===== src/cutrp_pkg.sv =====
// ----------------------------------------------------------------------------
// cutrp_pkg: shared types and constants for the USB tx record parser
// Input and result item layouts, status byte bit positions, id shifts.
// ----------------------------------------------------------------------------
package cutrp_pkg;

  localparam int MAX_DATA_BYTES = 8;

  // status byte layout
  localparam int STATUS_RTR_BIT = 4;
  localparam int STATUS_EXT_BIT = 5;

  // id word alignment
  localparam int EXT_ID_SHIFT = 3;
  localparam int STD_ID_SHIFT = 5;

  localparam int EXT_ID_BYTES = 4;
  localparam int STD_ID_BYTES = 2;

  typedef struct packed {
    logic [7:0] byte_value;
    logic       last_byte;
  } in_item_t;

  typedef struct packed {
    logic        frame_valid;
    logic [28:0] frame_id;
    logic        frame_extended;
    logic        frame_remote;
    logic [3:0]  frame_length;
    logic [63:0] frame_data;
    logic        message_done;
    logic [7:0]  frames_decoded;
    logic        message_too_short;
  } out_item_t;

endpackage


===== src/can_usb_tx_record_parser.sv =====
// ----------------------------------------------------------------------------
// can_usb_tx_record_parser: byte-serial decoder for host tx messages
// Walks header, status, id and data bytes; emits a frame per decoded record.
// ----------------------------------------------------------------------------
// One byte is taken every clock cycle unless the input stalls. Each byte
// updates the parse state through a single stage of logic, and any frame or
// end-of-message summary it causes lands in the output register on the same
// edge. The input stalls only while a result sits in the output register and
// the sink holds out_stall; in that case the block resumes as soon as the
// result is taken. The frame cap may be written between messages and is kept
// across messages.
module can_usb_tx_record_parser
  import cutrp_pkg::*;
#(
  parameter int HEADER_BYTES = 2
) (
  input  logic      clk,
  input  logic      rst_n,
  input  logic      in_valid,
  output logic      in_stall,
  input  in_item_t  in_item,
  output logic      out_valid,
  input  logic      out_stall,
  output out_item_t out_item,
  input  logic      cfg_we,
  input  logic [7:0] cfg_wdata
);

  typedef enum logic [1:0] {
    PH_HEADER,
    PH_STATUS,
    PH_ID,
    PH_DATA
  } phase_t;

  localparam logic [1:0] HDR_LAST = 2'(HEADER_BYTES - 1);
  localparam logic [3:0] LEN_MAX  = 4'(MAX_DATA_BYTES);

  phase_t      phase_r, phase_nxt;
  logic [1:0]  bytes_seen_r, bytes_seen_nxt;
  logic [7:0]  rec_exp_r, rec_exp_nxt;
  logic [7:0]  frames_r, frames_nxt;
  logic [7:0]  status_r, status_nxt;
  logic [31:0] id_shift_r, id_shift_nxt;
  logic [2:0]  idx_r, idx_nxt;
  logic [63:0] data_r, data_nxt;
  logic        stopped_r, stopped_nxt;
  logic [7:0]  frame_cap_r;
  logic        out_valid_r;
  out_item_t   out_item_r, res;

  logic        in_fire;
  logic        emit, too_short;
  logic        ext, rtr;
  logic [3:0]  len;
  logic [3:0]  idx_inc;
  logic [3:0]  id_need;
  logic [7:0]  frames_cnt;
  logic [7:0]  b;

  assign in_stall  = out_valid_r & out_stall;
  assign in_fire   = in_valid & ~in_stall;
  assign out_valid = out_valid_r;
  assign out_item  = out_item_r;

  assign b       = in_item.byte_value;
  assign ext     = status_r[STATUS_EXT_BIT];
  assign rtr     = status_r[STATUS_RTR_BIT];
  assign len     = (status_r[3:0] > LEN_MAX) ? LEN_MAX : status_r[3:0];
  assign idx_inc = {1'b0, idx_r} + 4'd1;
  assign id_need = ext ? 4'(EXT_ID_BYTES) : 4'(STD_ID_BYTES);

  always_comb begin
    phase_nxt      = phase_r;
    bytes_seen_nxt = bytes_seen_r;
    rec_exp_nxt    = rec_exp_r;
    frames_nxt     = frames_r;
    status_nxt     = status_r;
    id_shift_nxt   = id_shift_r;
    idx_nxt        = idx_r;
    data_nxt       = data_r;
    stopped_nxt    = stopped_r;
    emit           = 1'b0;
    too_short      = 1'b0;

    case (phase_r)
      PH_HEADER: begin
        if (bytes_seen_r == 2'd1) rec_exp_nxt = b;
        if (bytes_seen_r >= HDR_LAST) begin
          phase_nxt = PH_STATUS;
        end else begin
          too_short = 1'b1;
          if (bytes_seen_r != 2'd3) bytes_seen_nxt = bytes_seen_r + 2'd1;
        end
      end
      PH_STATUS: begin
        if (!stopped_r) begin
          if (frames_r >= rec_exp_r || frames_r >= frame_cap_r) begin
            stopped_nxt = 1'b1;
          end else begin
            status_nxt   = b;
            id_shift_nxt = '0;
            idx_nxt      = '0;
            data_nxt     = '0;
            phase_nxt    = PH_ID;
          end
        end
      end
      PH_ID: begin
        if (!stopped_r) begin
          id_shift_nxt = id_shift_r | (32'(b) << {idx_r[1:0], 3'b000});
          if (idx_inc >= id_need) begin
            idx_nxt = '0;
            if (rtr || len == 4'd0) emit = 1'b1;
            else phase_nxt = PH_DATA;
          end else begin
            idx_nxt = idx_inc[2:0];
          end
        end
      end
      PH_DATA: begin
        if (!stopped_r) begin
          data_nxt = data_r | (64'(b) << {idx_r, 3'b000});
          if (idx_inc >= len) emit = 1'b1;
          else idx_nxt = idx_inc[2:0];
        end
      end
      default: phase_nxt = PH_HEADER;
    endcase

    frames_cnt = emit ? frames_r + 8'd1 : frames_r;

    // result is built from the word that includes the current byte
    res = '0;
    if (emit) begin
      res.frame_valid    = 1'b1;
      res.frame_id       = ext ? id_shift_nxt[31:EXT_ID_SHIFT]
                               : {18'b0, id_shift_nxt[15:STD_ID_SHIFT]};
      res.frame_extended = ext;
      res.frame_remote   = rtr;
      res.frame_length   = len;
      res.frame_data     = rtr ? 64'd0 : data_nxt;
      frames_nxt         = frames_cnt;
      idx_nxt            = '0;
      phase_nxt          = PH_STATUS;
    end

    if (in_item.last_byte) begin
      res.message_done      = 1'b1;
      res.frames_decoded    = frames_cnt;
      res.message_too_short = too_short;
      phase_nxt      = PH_HEADER;
      bytes_seen_nxt = '0;
      rec_exp_nxt    = '0;
      frames_nxt     = '0;
      status_nxt     = '0;
      id_shift_nxt   = '0;
      idx_nxt        = '0;
      data_nxt       = '0;
      stopped_nxt    = 1'b0;
    end
  end

  always_ff @(posedge clk) begin
    if (!rst_n) begin
      phase_r      <= PH_HEADER;
      bytes_seen_r <= '0;
      rec_exp_r    <= '0;
      frames_r     <= '0;
      status_r     <= '0;
      id_shift_r   <= '0;
      idx_r        <= '0;
      data_r       <= '0;
      stopped_r    <= 1'b0;
      frame_cap_r  <= 8'd255;
      out_valid_r  <= 1'b0;
      out_item_r   <= '0;
    end else begin
      if (cfg_we) frame_cap_r <= cfg_wdata;
      if (in_fire) begin
        phase_r      <= phase_nxt;
        bytes_seen_r <= bytes_seen_nxt;
        rec_exp_r    <= rec_exp_nxt;
        frames_r     <= frames_nxt;
        status_r     <= status_nxt;
        id_shift_r   <= id_shift_nxt;
        idx_r        <= idx_nxt;
        data_r       <= data_nxt;
        stopped_r    <= stopped_nxt;
      end
      if (in_fire && (emit || in_item.last_byte)) begin
        out_valid_r <= 1'b1;
        out_item_r  <= res;
      end else if (!out_stall) begin
        out_valid_r <= 1'b0;
      end
    end
  end

endmodule


===== config.mk =====
export PLATFORM = sky130hd
export DESIGN_NAME = can_usb_tx_record_parser
export DESIGN_NICKNAME = d
export VERILOG_FILES = /design/src/cutrp_pkg.sv /design/src/can_usb_tx_record_parser.sv
export SDC_FILE = /design/constraint.sdc
export NUM_CORES = 1
export LEC_CHECK = 0
export BUFFER_PORTS_ARGS = -buffer_cell sky130_fd_sc_hd__buf_4
export CELL_PAD_IN_SITES_DETAIL_PLACEMENT = 1
export CELL_PAD_IN_SITES_GLOBAL_PLACEMENT = 1
export CORE_MARGIN = 2
export CORE_UTILIZATION = 30
export CTS_BUF_LIST = sky130_fd_sc_hd__clkbuf_8
export DETAILED_ROUTE_END_ITERATION = 6
export PLACE_DENSITY = 0.56
export SETUP_SLACK_MARGIN = 0.4
export SKIP_LAST_GASP = 1
export SYNTH_ARGS = -nofsm -noshare
export SYNTH_HDL_FRONTEND = slang
export SYNTH_SLANG_ARGS = --single-unit

===== constraint.sdc =====
create_clock -name clk -period 9.67 [get_ports clk]
set_clock_uncertainty 0.15 [all_clocks]
set_input_delay 0.4835 -clock clk [delete_from_list [all_inputs] [get_ports clk]]
set_output_delay 0.4835 -clock clk [all_outputs]
set_load 0.02 [all_outputs]

==> summary.md, run 1 <==
| Metric | Value |
|---|---|
| Area leader, netlist | dfxtp_1 |
| Worst setup EP type | register |
| Worst Hold End | out_valid$_SDFFE_PN0P_ |
| Worst-path fanout max | 47 |
| WL/cell | 21.1 um |
| Gate power share | 0.056 |
| HP Class | in -> reg |
| # nets final | 1212 |
| Worst-path clk slew | 0.07 ns |
| RD Place Congestion | 0.786 |
| Final-layout fill cell count | 3908 |
| Power Density | 168 mW/mm2 |
| Post-DP HPWL | 22300 um |
| Setup TNS | 0 ns |
| Buf+Inv Stages, Crit Path | 2 |
| RSZ-0062 raised after global routing | no |
| Period minus WS final | 4.35 ns |
| Hold WS | 0.0956 ns |
| Critical path class | reg -> reg |
| Core area | 0.0334 mm2 |
| Vias in the first global route | 8946 |
| Register share of total power | 0.489 |
| FP Rows | 67 |
| DR vias | 8698 |
| Post-placement cell count | 1550 |
| CP startpoint kind | register |
| Routed Antenna Nets | 0 |
| Hold_buf cts | 8 |
| Slowest cell delay on critical path | 0.82 ns |
| Sw Share | 0.260 |
| Worst reg2reg setup slack | 5.32 ns |
| RR Endpoint | out_item[54]$_SDFFE_PN0P_ |
| DR iter-0 viols | 386 |
| CP required | 10.02 ns |
| #FFs+latches synth | 242 |
| Post-synthesis async set-or-reset flop share | 0 |
| FMAX | 0.230 GHz |
| Critical Path AT | 4.70 ns |
| TritonCTS Buffers | 46 |
| GRT Total Usage | 0.194 |
| Drt total wl | 34600 um |
| Final Slew Violations | 0 |
| Hold Path Stages | 3 |
| Status | completed |
| Slew Limit Headroom | 0.302 |
| Hold Vio Cnt, Final | 0 |
| Port Buffers | 133 |
| # IOs | 134 |
| Psw | 0.535 mW |
| Pre-CTS setup slack | 5.36 ns |
| Initial antenna violation count | 0 |
| Syn_nets | 1101 |
| Cells on worst reg2reg path | 9 |
| Lkg Pwr | 4.95 nW |
| Cell-internal power | 1.52 mW |
| Post-synth top area share | 0.480 |
| Crit path max-delay family | compound AO/OA/AOI/OAI gates |
| Die width | 187 um |
| Die Ht | 187 um |
| H-tree depth | 2 |
| Crit-path cells | inv_1 > ha_1 > a21bo_2 > a211oi_2 > o32ai_2 > o21ai_2 > and2_2 > buf_4 > a221o_1 |
| Final period util | 0.450 |
| Slowest CP cell | dfxtp_1 |
| Die ar. | 0.0351 mm2 |
| Root buffer cell | clkbuf_8 |
| Mapped Cells | 1047 |
| Crit path depth | 9 |
| Post-synth top flop | dfxtp_1 |
| Clk pwr share | 0.455 |
| Ant diodes | 0 |
| Mapped Area | 0.0101 mm2 |
| Synth cell types | 65 |
| Share of the yosys chip area belonging to registers | 0.480 |
| Top area cells in the synthesized netlist | dfxtp_1, o2bb2ai_1, a221o_1 |
| Finished Layout Cells | 1639 |
| Worst Tran Pin Value | 1.04 ns |
| Worst setup margin | 5.32 ns |
| Final instance area | 0.0123 mm2 |
| Area Overhead vs Synth | 21.5% |
| Via/cell ratio | 5.31 |
| Latest clock arrival within the worst-skew pair | 0.57 ns |
| Pre-antenna DRT Iters | 5 |
| Max_cap viols | 0 |
| Setup violations, final | 0 |
| EDFF count, synth | 0 |
| First-pass GRT wire length | 53800 um |
| VDD IR max | 79.8 uV |
| Commonest cells post-synth | dfxtp_1, a21oi_1, nand2_1, nor2_1, o2bb2ai_1 |
| HP Start | out_stall |
| Syn. warnings | 0 |
| R2R Path Start | status_r[5]$_SDFFE_PN0P_ |
| Largest net degree at the start of global routing | 63 |
| Most frequent cell after synthesis | dfxtp_1 |
| Syn Area/Cell | 9.64 um2 |
| Cell Area, Placed | 0.0113 mm2 |
| Initial Util | 0.302 |
| CTS resizes | 0 |
| Grt ovf | 0 |
| CTS tree | yes |
| Layout cells sized above 1 | 0.181 |
| Post CTS Setup Buffer Count | 0 |
| Max clock buf depth | 3 |
| Clk sink count | 242 |
| DRC viols | 0 |
## cell families after synthesis
logic type / share of synthesized area
adder cells (fa/ha/maj): 0.0397
multiplexers: 0.0119
AND/OR/NAND/NOR: 0.161
flip-flops: 0.480
XOR/XNOR: 0.00694
buffers and inverters: 0.0470
AO/OA/AOI/OAI: 0.254
## how the worst max path moves through the flow
stage / endpoint / slack, ns / start
after global routing: out_item[38]$_SDFFE_PN0P_ / 4.97 / status_r[5]$_SDFFE_PN0P_
after floorplan: out_item[18]$_SDFFE_PN0P_ / 6.50 / status_r[5]$_SDFFE_PN0P_
final: out_item[54]$_SDFFE_PN0P_ / 5.32 / status_r[5]$_SDFFE_PN0P_
after CTS: out_item[37]$_SDFFE_PN0P_ / 5.30 / status_r[5]$_SDFFE_PN0P_
after detailed placement: out_item[59]$_SDFFE_PN0P_ / 5.36 / status_r[5]$_SDFFE_PN0P_
after global placement: out_item[27]$_SDFFE_PN0P_ / 5.47 / status_r[5]$_SDFFE_PN0P_
## registers in the layout (all words and copies together) (netlist names)
| register | flops |
|---|---|
| out_item | 110 |
| data_r | 64 |
| id_shift_r | 29 |
| frame_cap_r | 8 |
| frames_r | 8 |
| rec_exp_r | 8 |
| status_r | 6 |
| idx_r | 3 |
| bytes_seen_r | 2 |
| phase_r | 2 |
| out_valid | 1 |
| stopped_r | 1 |
## stage by stage
stage          power (mW)  utilization
3_3_place_gp         1.14        0.340
3_5_place_dp         1.14        0.340
2_1_floorplan        1.10            -
5_1_grt              2.14        0.367
4_1_cts              2.09        0.367
6_report             2.05        0.367
## cell type report
class | instances | area [um2] | area share
flip-flops and latches | 242 | 4840 | 0.395
well taps | 448 | 561 | 0.0457
multi-input cells | 695 | 4790 | 0.391
repair buffers | 147 | 1120 | 0.0916
clock inverters | 29 | 124 | 0.0101
inverters | 26 | 97.6 | 0.00796
clock buffers | 52 | 716 | 0.0584
## metal layers
metal	global-route usage	up-vias	wire, um
met5	0	-	0
met4	0.0575	0	788
met3	0.0326	54	1540
met2	0.327	199	16400
met1	0.255	4301	15900
li1	-	4144	-
## worst reg2reg max path, stage by stage, from the launching register on
cell and delay (ns):
dfxtp_1 0.82, inv_1 0.19, ha_1 0.34, a21bo_2 0.22
a211oi_2 0.35, o32ai_2 0.31, o21ai_2 0.21, and2_2 0.78
buf_4 0.62, a221o_1 0.29
## placed cells by master (no fill, tap or decap), types with 5 or more instances in the layout
| master | instances |
|---|---|
| a221o_1 | 47 |
| dlygate4sd3_1 | 8 |
| a21oi_1 | 65 |
| mux2i_1 | 12 |
| nand2b_1 | 9 |
| a22oi_1 | 17 |
| o2bb2ai_1 | 61 |
| nor3_1 | 48 |
| a32oi_1 | 11 |
| o21ai_0 | 20 |
| a2bb2oi_1 | 5 |
| buf_4 | 139 |
| inv_1 | 49 |
| o211ai_1 | 7 |
| a31oi_1 | 6 |
| a311o_1 | 5 |
| nand4_1 | 7 |
| a22o_1 | 34 |
| xor2_1 | 5 |
| a21o_1 | 9 |
| and3_1 | 25 |
| nand2_1 | 64 |
| nand3_1 | 35 |
| and4_1 | 5 |
| and2_1 | 35 |
| clkbuf_8 | 52 |
| a32o_1 | 11 |
| ha_1 | 32 |
| dfxtp_1 | 242 |
| nor2b_1 | 7 |
| nor2_1 | 62 |
## power groups by stage
stage	combinational [mW]	clock [mW]	sequential, mW
3_5_place_dp	0.113	0	1.03
4_1_cts	0.116	0.966	1.01
6_report	0.115	0.935	1.01
3_3_place_gp	0.113	0	1.03
2_1_floorplan	0.0686	0	1.03
5_1_grt	0.125	1.01	1.01
No activity file was read; power rests on OpenSTA's default activity.
==> run 2, diff against run 1 <==
Settings changed: PLACE_DENSITY 0.56 to 0.59.
Clock period 9.67 ns to 3.75 ns, I/O delays scaled along.
==> summary.md, run 2 (synthesis results as in run 1) <==
| Metric | Value |
|---|---|
| Area Overhead vs Synth | 27.6% (was 21.5%) |
| Die width | 187 um (unchanged) |
| Die ar. | 0.0351 mm2 (unchanged) |
| Root buffer cell | clkbuf_8 (unchanged) |
| Most frequent CP cell | ha_1 |
| Layout cells sized above 1 | 0.205 (was 0.181) |
| CP startpoint kind | register (unchanged) |
| Latest clock arrival within the worst-skew pair | 0.56 ns (was 0.57 ns) |
| # IOs | 134 (unchanged) |
| Cell Area, Placed | 0.0115 mm2 (was 0.0113 mm2) |
| Slowest cell delay on critical path | 0.38 ns (was 0.82 ns) |
| RSZ-0062 raised after global routing | no (unchanged) |
| CP required | 4.06 ns (was 10.02 ns) |
| Hold WS | 0.211 ns (was 0.0956 ns) |
| Initial antenna violation count | 0 (unchanged) |
| Slowest CP cell | dfxtp_2 (was dfxtp_1) |
| First-pass GRT wire length | 54000 um (was 53800 um) |
| Slew Limit Headroom | 0.390 (was 0.302) |
| Drt total wl | 35200 um (was 34600 um) |
| Initial Util | 0.302 (unchanged) |
| Worst reg2reg setup slack | 0.55 ns (was 5.32 ns) |
| HP Class | in -> reg (unchanged) |
| Via/cell ratio | 5.30 (was 5.31) |
| TritonCTS Buffers | 44 (was 46) |
| Status | completed (unchanged) |
| VDD IR max | 208 uV (was 79.8 uV) |
| Vias in the first global route | 8988 (was 8946) |
| Core area | 0.0334 mm2 (unchanged) |
| Final Slew Violations | 0 (unchanged) |
| Hold Vio Cnt, Final | 0 (unchanged) |
| Period minus WS final | 3.20 ns (was 4.35 ns) |
| DR iter-0 viols | 465 (was 386) |
| FP Rows | 67 (unchanged) |
| Final instance area | 0.0129 mm2 (was 0.0123 mm2) |
| Die Ht | 187 um (unchanged) |
| Crit-path cells | ha_1 > inv_1 > ha_1 > a21bo_2 > a211oi_4 > o32ai_2 > buf_4 > o21ai_2 > buf_12 > a21boi_0 > mux2i_1 (was inv_1 > ha_1 > a21bo_2 > a211oi_2 > o32ai_2 > o21ai_2 > and2_2 > buf_4 > a221o_1) |
| FMAX | 0.312 GHz (was 0.230 GHz) |
| DR vias | 8944 (was 8698) |
| Power Density | 421 mW/mm2 (was 168 mW/mm2) |
| Routed Antenna Nets | 0 (unchanged) |
| Setup violations, final | 0 (unchanged) |
| Pre-antenna DRT Iters | 5 (unchanged) |
| # nets final | 1263 (was 1212) |
| Worst-path fanout max | 29 (was 47) |
| Commonest non-fill, non-tap cell in the layout | dfxtp_1 (unchanged) |
| Largest register FFs | 110 (unchanged) |
| Port Buffers | 133 (unchanged) |
| RD Place Congestion | 0.800 (was 0.786) |
| Setup TNS | 0 ns (unchanged) |
| Ant diodes | 0 (unchanged) |
| H-tree depth | 2 (unchanged) |
| Max clock buf depth | 3 (unchanged) |
| Grt ovf | 0 (unchanged) |
| Largest net degree at the start of global routing | 89 (was 63) |
| WL/cell | 20.8 um (was 21.1 um) |
| Post-DP HPWL | 22900 um (was 22300 um) |
| DRC viols | 0 (unchanged) |
| Commonest cells after routing, fill and taps aside | dfxtp_1, buf_4, a21oi_1 (unchanged) |
| GRT Total Usage | 0.195 (was 0.194) |
| CTS tree | yes (unchanged) |
| Worst-path clk slew | 0.06 ns (was 0.07 ns) |
| Worst setup EP type | register (unchanged) |
| Lkg Pwr | 5.18 nW (was 4.95 nW) |
| Worst Tran Pin Value | 0.908 ns (was 1.04 ns) |
| Max_cap viols | 0 (unchanged) |
| Final period util | 0.854 (was 0.450) |
| Clk sink count | 242 (unchanged) |
| Critical Path AT | 3.51 ns (was 4.70 ns) |
| Critical path class | reg -> reg (unchanged) |
run 2: layout make-up:
class	count	area, um2
Multi-Input combinational cell	696	4840
Clock inverter	22	108
Fill cell	3838	20500
Sequential cell	242	4850
Tap cell	448	561
Inverter	26	97.6
Clock buffer	56	771
Timing Repair Buffer	199	1640
run 2: report_power, final:
group          switching (mW)  total [mW]  leakage, nW  internal [mW]
sequential            0.00853        2.59         1.95           2.58
combinational           0.234       0.346         2.72          0.112
clock                    1.13        2.48        0.512           1.35
run 2: metrics by stage:
stage                     utilization  cells  total power, mW  setup WS, ns
after floorplan                     -   1047             2.82         0.578
after global placement          0.345   1571             2.95         0.492
after detailed placement        0.345   1571             2.95         0.353
after CTS                       0.382   1684             5.48         0.380
after global routing            0.386   1689             5.63         0.414
final                           0.386   1689             5.42         0.548
run 2: final timing paths:
kind,cells after the start,start,end
worst max-delay path,11,idx_r[0]$_SDFFE_PN0P_,phase_r[0]$_SDFFE_PN0P_
worst min-delay path,3,in_valid,status_r[0]$_SDFFE_PN0P_
worst max register to register,11,idx_r[0]$_SDFFE_PN0P_,phase_r[0]$_SDFFE_PN0P_
worst min register to register,2,data_r[0]$_SDFFE_PN0P_,out_item[10]$_SDFFE_PN0P_
run 2: critical path, delay by kind of cell, from the launching register on:
| family | cells | cell delay (ns) |
|---|---|---|
| compound gates | 5 | 1.19 |
| fa+ha+maj | 2 | 0.64 |
| mux | 1 | 0.23 |
| buf+inv | 3 | 0.51 |
| flops | 1 | 0.38 |
run 2: routing by layer:
layer,GRT usage,wire length [um],vias up
met1,0.259,16500,4436
met4,0.0515,653,0
li1,-,-,4257
met3,0.0287,1390,48
met2,0.330,16600,203
met5,0,0,-
run 2: repair_timing:
action	4_1_cts	5_1_grt
gates resized for setup	2	15
setup buffers	0	3
hold buffers	35	0
endpoints found under the hold margin	117	0
pin swaps	0	3
cloned	0	2
endpoints found under the setup margin	6	117
==> run 3, diff against run 2 <==
Settings changed: CORE_ASPECT_RATIO set to 0.5.
==> summary.md, run 3 (synthesis results as in run 1) <==
| Metric | Value |
|---|---|
| GRT Total Usage | 0.197 (was 0.195) |
| Drt total wl | 35200 um (about the same) |
| Setup TNS | 0 ns (unchanged) |
| Commonest non-fill, non-tap cell in the layout | dfxtp_1 (unchanged) |
| Cell-internal power | 4.05 mW (was 4.04 mW) |
| Die ar. | 0.0352 mm2 (was 0.0351 mm2) |
| Die width | 263 um (was 187 um) |
| Lkg Pwr | 5.11 nW (was 5.18 nW) |
| Sw Share | 0.255 (was 0.254) |
| Port Buffers | 133 (unchanged) |
| Clk sink count | 242 (unchanged) |
| Hold Vio Cnt, Final | 0 (unchanged) |
| CTS tree | yes (unchanged) |
| RD Place Congestion | 0.816 (was 0.800) |
| Area Overhead vs Synth | 26.6% (was 27.6%) |
| Finished Layout Cells | 1670 (was 1689) |
| Latest clock arrival within the worst-skew pair | 0.57 ns (was 0.56 ns) |
| Gate power share | 0.062 (was 0.064) |
| Max_cap viols | 0 (unchanged) |
| Worst-path fanout max | 29 (unchanged) |
| WL/cell | 21.1 um (was 20.8 um) |
| Core area | 0.0331 mm2 (was 0.0334 mm2) |
| Post-placement cell count | 1561 (was 1571) |
| Die Ht | 134 um (was 187 um) |
| Slew Limit Headroom | 0.331 (was 0.390) |
| Commonest cells after routing, fill and taps aside | dfxtp_1, buf_4, a21oi_1 (unchanged) |
| Final Slew Violations | 0 (unchanged) |
| DR vias | 8959 (was 8944) |
| Initial Util | 0.305 (was 0.302) |
| VDD IR max | 160 uV (was 208 uV) |
| Status | completed (unchanged) |
| Initial antenna violation count | 0 (unchanged) |
| Routed Antenna Nets | 0 (unchanged) |
| CP required | 4.08 ns (was 4.06 ns) |
| HP Class | in -> reg (unchanged) |
| Final period util | 0.859 (was 0.854) |
| Worst-path clk slew | 0.07 ns (was 0.06 ns) |
| Grt ovf | 0 (unchanged) |
| Via/cell ratio | 5.36 (was 5.30) |
| Setup violations, final | 0 (unchanged) |
| Post CTS Setup Buffer Count | 0 (unchanged) |
| Register share of total power | 0.477 (was 0.479) |
| H-tree depth | 2 (unchanged) |
| Clk pwr share | 0.461 (was 0.458) |
| CP startpoint kind | register (unchanged) |
| Ant diodes | 0 (unchanged) |
| FP Rows | 47 (was 67) |
| Period minus WS final | 3.22 ns (was 3.20 ns) |
| TritonCTS Buffers | 41 (was 44) |
| Largest net degree at the start of global routing | 55 (was 89) |
| Critical path class | reg -> reg (unchanged) |
| Root buffer cell | clkbuf_8 (unchanged) |
| # IOs | 134 (unchanged) |
| Layout cells sized above 1 | 0.204 (was 0.205) |
| Post-DP HPWL | 23400 um (was 22900 um) |
| Worst reg2reg setup slack | 0.53 ns (was 0.55 ns) |
| First-pass GRT wire length | 54700 um (was 54000 um) |
| Largest register FFs | 110 (unchanged) |
| RSZ-0062 raised after global routing | yes (was no) |
| DR iter-0 viols | 480 (was 465) |
| FMAX | 0.310 GHz (was 0.312 GHz) |
| DRC viols | 0 (unchanged) |
| Worst Tran Pin Value | 0.996 ns (was 0.908 ns) |
| Psw | 1.39 mW (was 1.38 mW) |
| Vias in the first global route | 9319 (was 8988) |
| Max clock buf depth | 3 (unchanged) |
| Worst setup EP type | register (unchanged) |
| Pre-antenna DRT Iters | 4 (was 5) |
| # nets final | 1253 (was 1263) |
| Critical Path AT | 3.55 ns (was 3.51 ns) |
| Power Density | 425 mW/mm2 (was 421 mW/mm2) |
run 3: final cells by class:
class	count	area (um2)
clock inverter	19	118
fill	3782	20300
tap	441	552
multi-input combinational	696	4870
inverter	26	97.6
timing repair buffer	192	1550
clock buffer	54	743
sequential	242	4850
run 3: metrics by stage:
step / total power [mW] / setup WS [ns] / util / hold WS [ns] / instance area, um2
final: 5.43 / 0.529 / 0.386 / 0.143 / 12800
after floorplan: 2.82 / 0.578 / - / 0.166 / 10100
after CTS: 5.50 / 0.433 / 0.384 / 0.106 / 12700
after global placement: 2.94 / 0.498 / 0.347 / 0.252 / 11500
after detailed placement: 2.95 / 0.341 / 0.347 / 0.263 / 11500
after global routing: 5.67 / 0.259 / 0.386 / 0.165 / 12800
run 3: worst paths after layout:
check,start,end,depth (start not counted)
setup / recovery,idx_r[1]$_SDFFE_PN0P_,phase_r[0]$_SDFFE_PN0P_,10
hold / removal,in_valid,frames_r[2]$_SDFFE_PN0P_,4
setup reg to reg,idx_r[1]$_SDFFE_PN0P_,phase_r[0]$_SDFFE_PN0P_,10
hold reg to reg,data_r[30]$_SDFFE_PN0P_,data_r[30]$_SDFFE_PN0P_,1
run 3: what timing repair did:
item                                    CTS  global route
endpoints found under the setup margin   33           141
hold buffers                             35             0
pin swaps                                 0             2
gates cloned                              0             1
resized for setup                         5            10
hold endpoints to repair                113             0
run 3: power by group through the flow:
stage | Sequential, mW | Clock (mW) | Combinational (mW)
2_1_floorplan | 2.65 | 0 | 0.177
3_3_place_gp | 2.65 | 0 | 0.296
3_5_place_dp | 2.65 | 0 | 0.302
4_1_cts | 2.59 | 2.57 | 0.333
5_1_grt | 2.59 | 2.71 | 0.365
6_report | 2.59 | 2.50 | 0.339
run 3: critical path, cell delays in order, from the launching register on:
cell      delay, ns
dfxtp_1        0.50
ha_1           0.34
inv_1          0.08
ha_1           0.22
a21bo_2        0.22
a211oi_2       0.41
o32ai_4        0.21
o21ai_2        0.17
buf_4          0.38
a21boi_0       0.28
mux2i_1        0.20
run 3: per-layer routing:
| metal | vias up | track usage | wire (um) |
|---|---|---|---|
| li1 | 4227 | - | - |
| met4 | 0 | 0.0540 | 700 |
| met5 | - | 0 | 0 |
| met2 | 162 | 0.324 | 16200 |
| met3 | 52 | 0.0375 | 1340 |
| met1 | 4518 | 0.264 | 16900 |
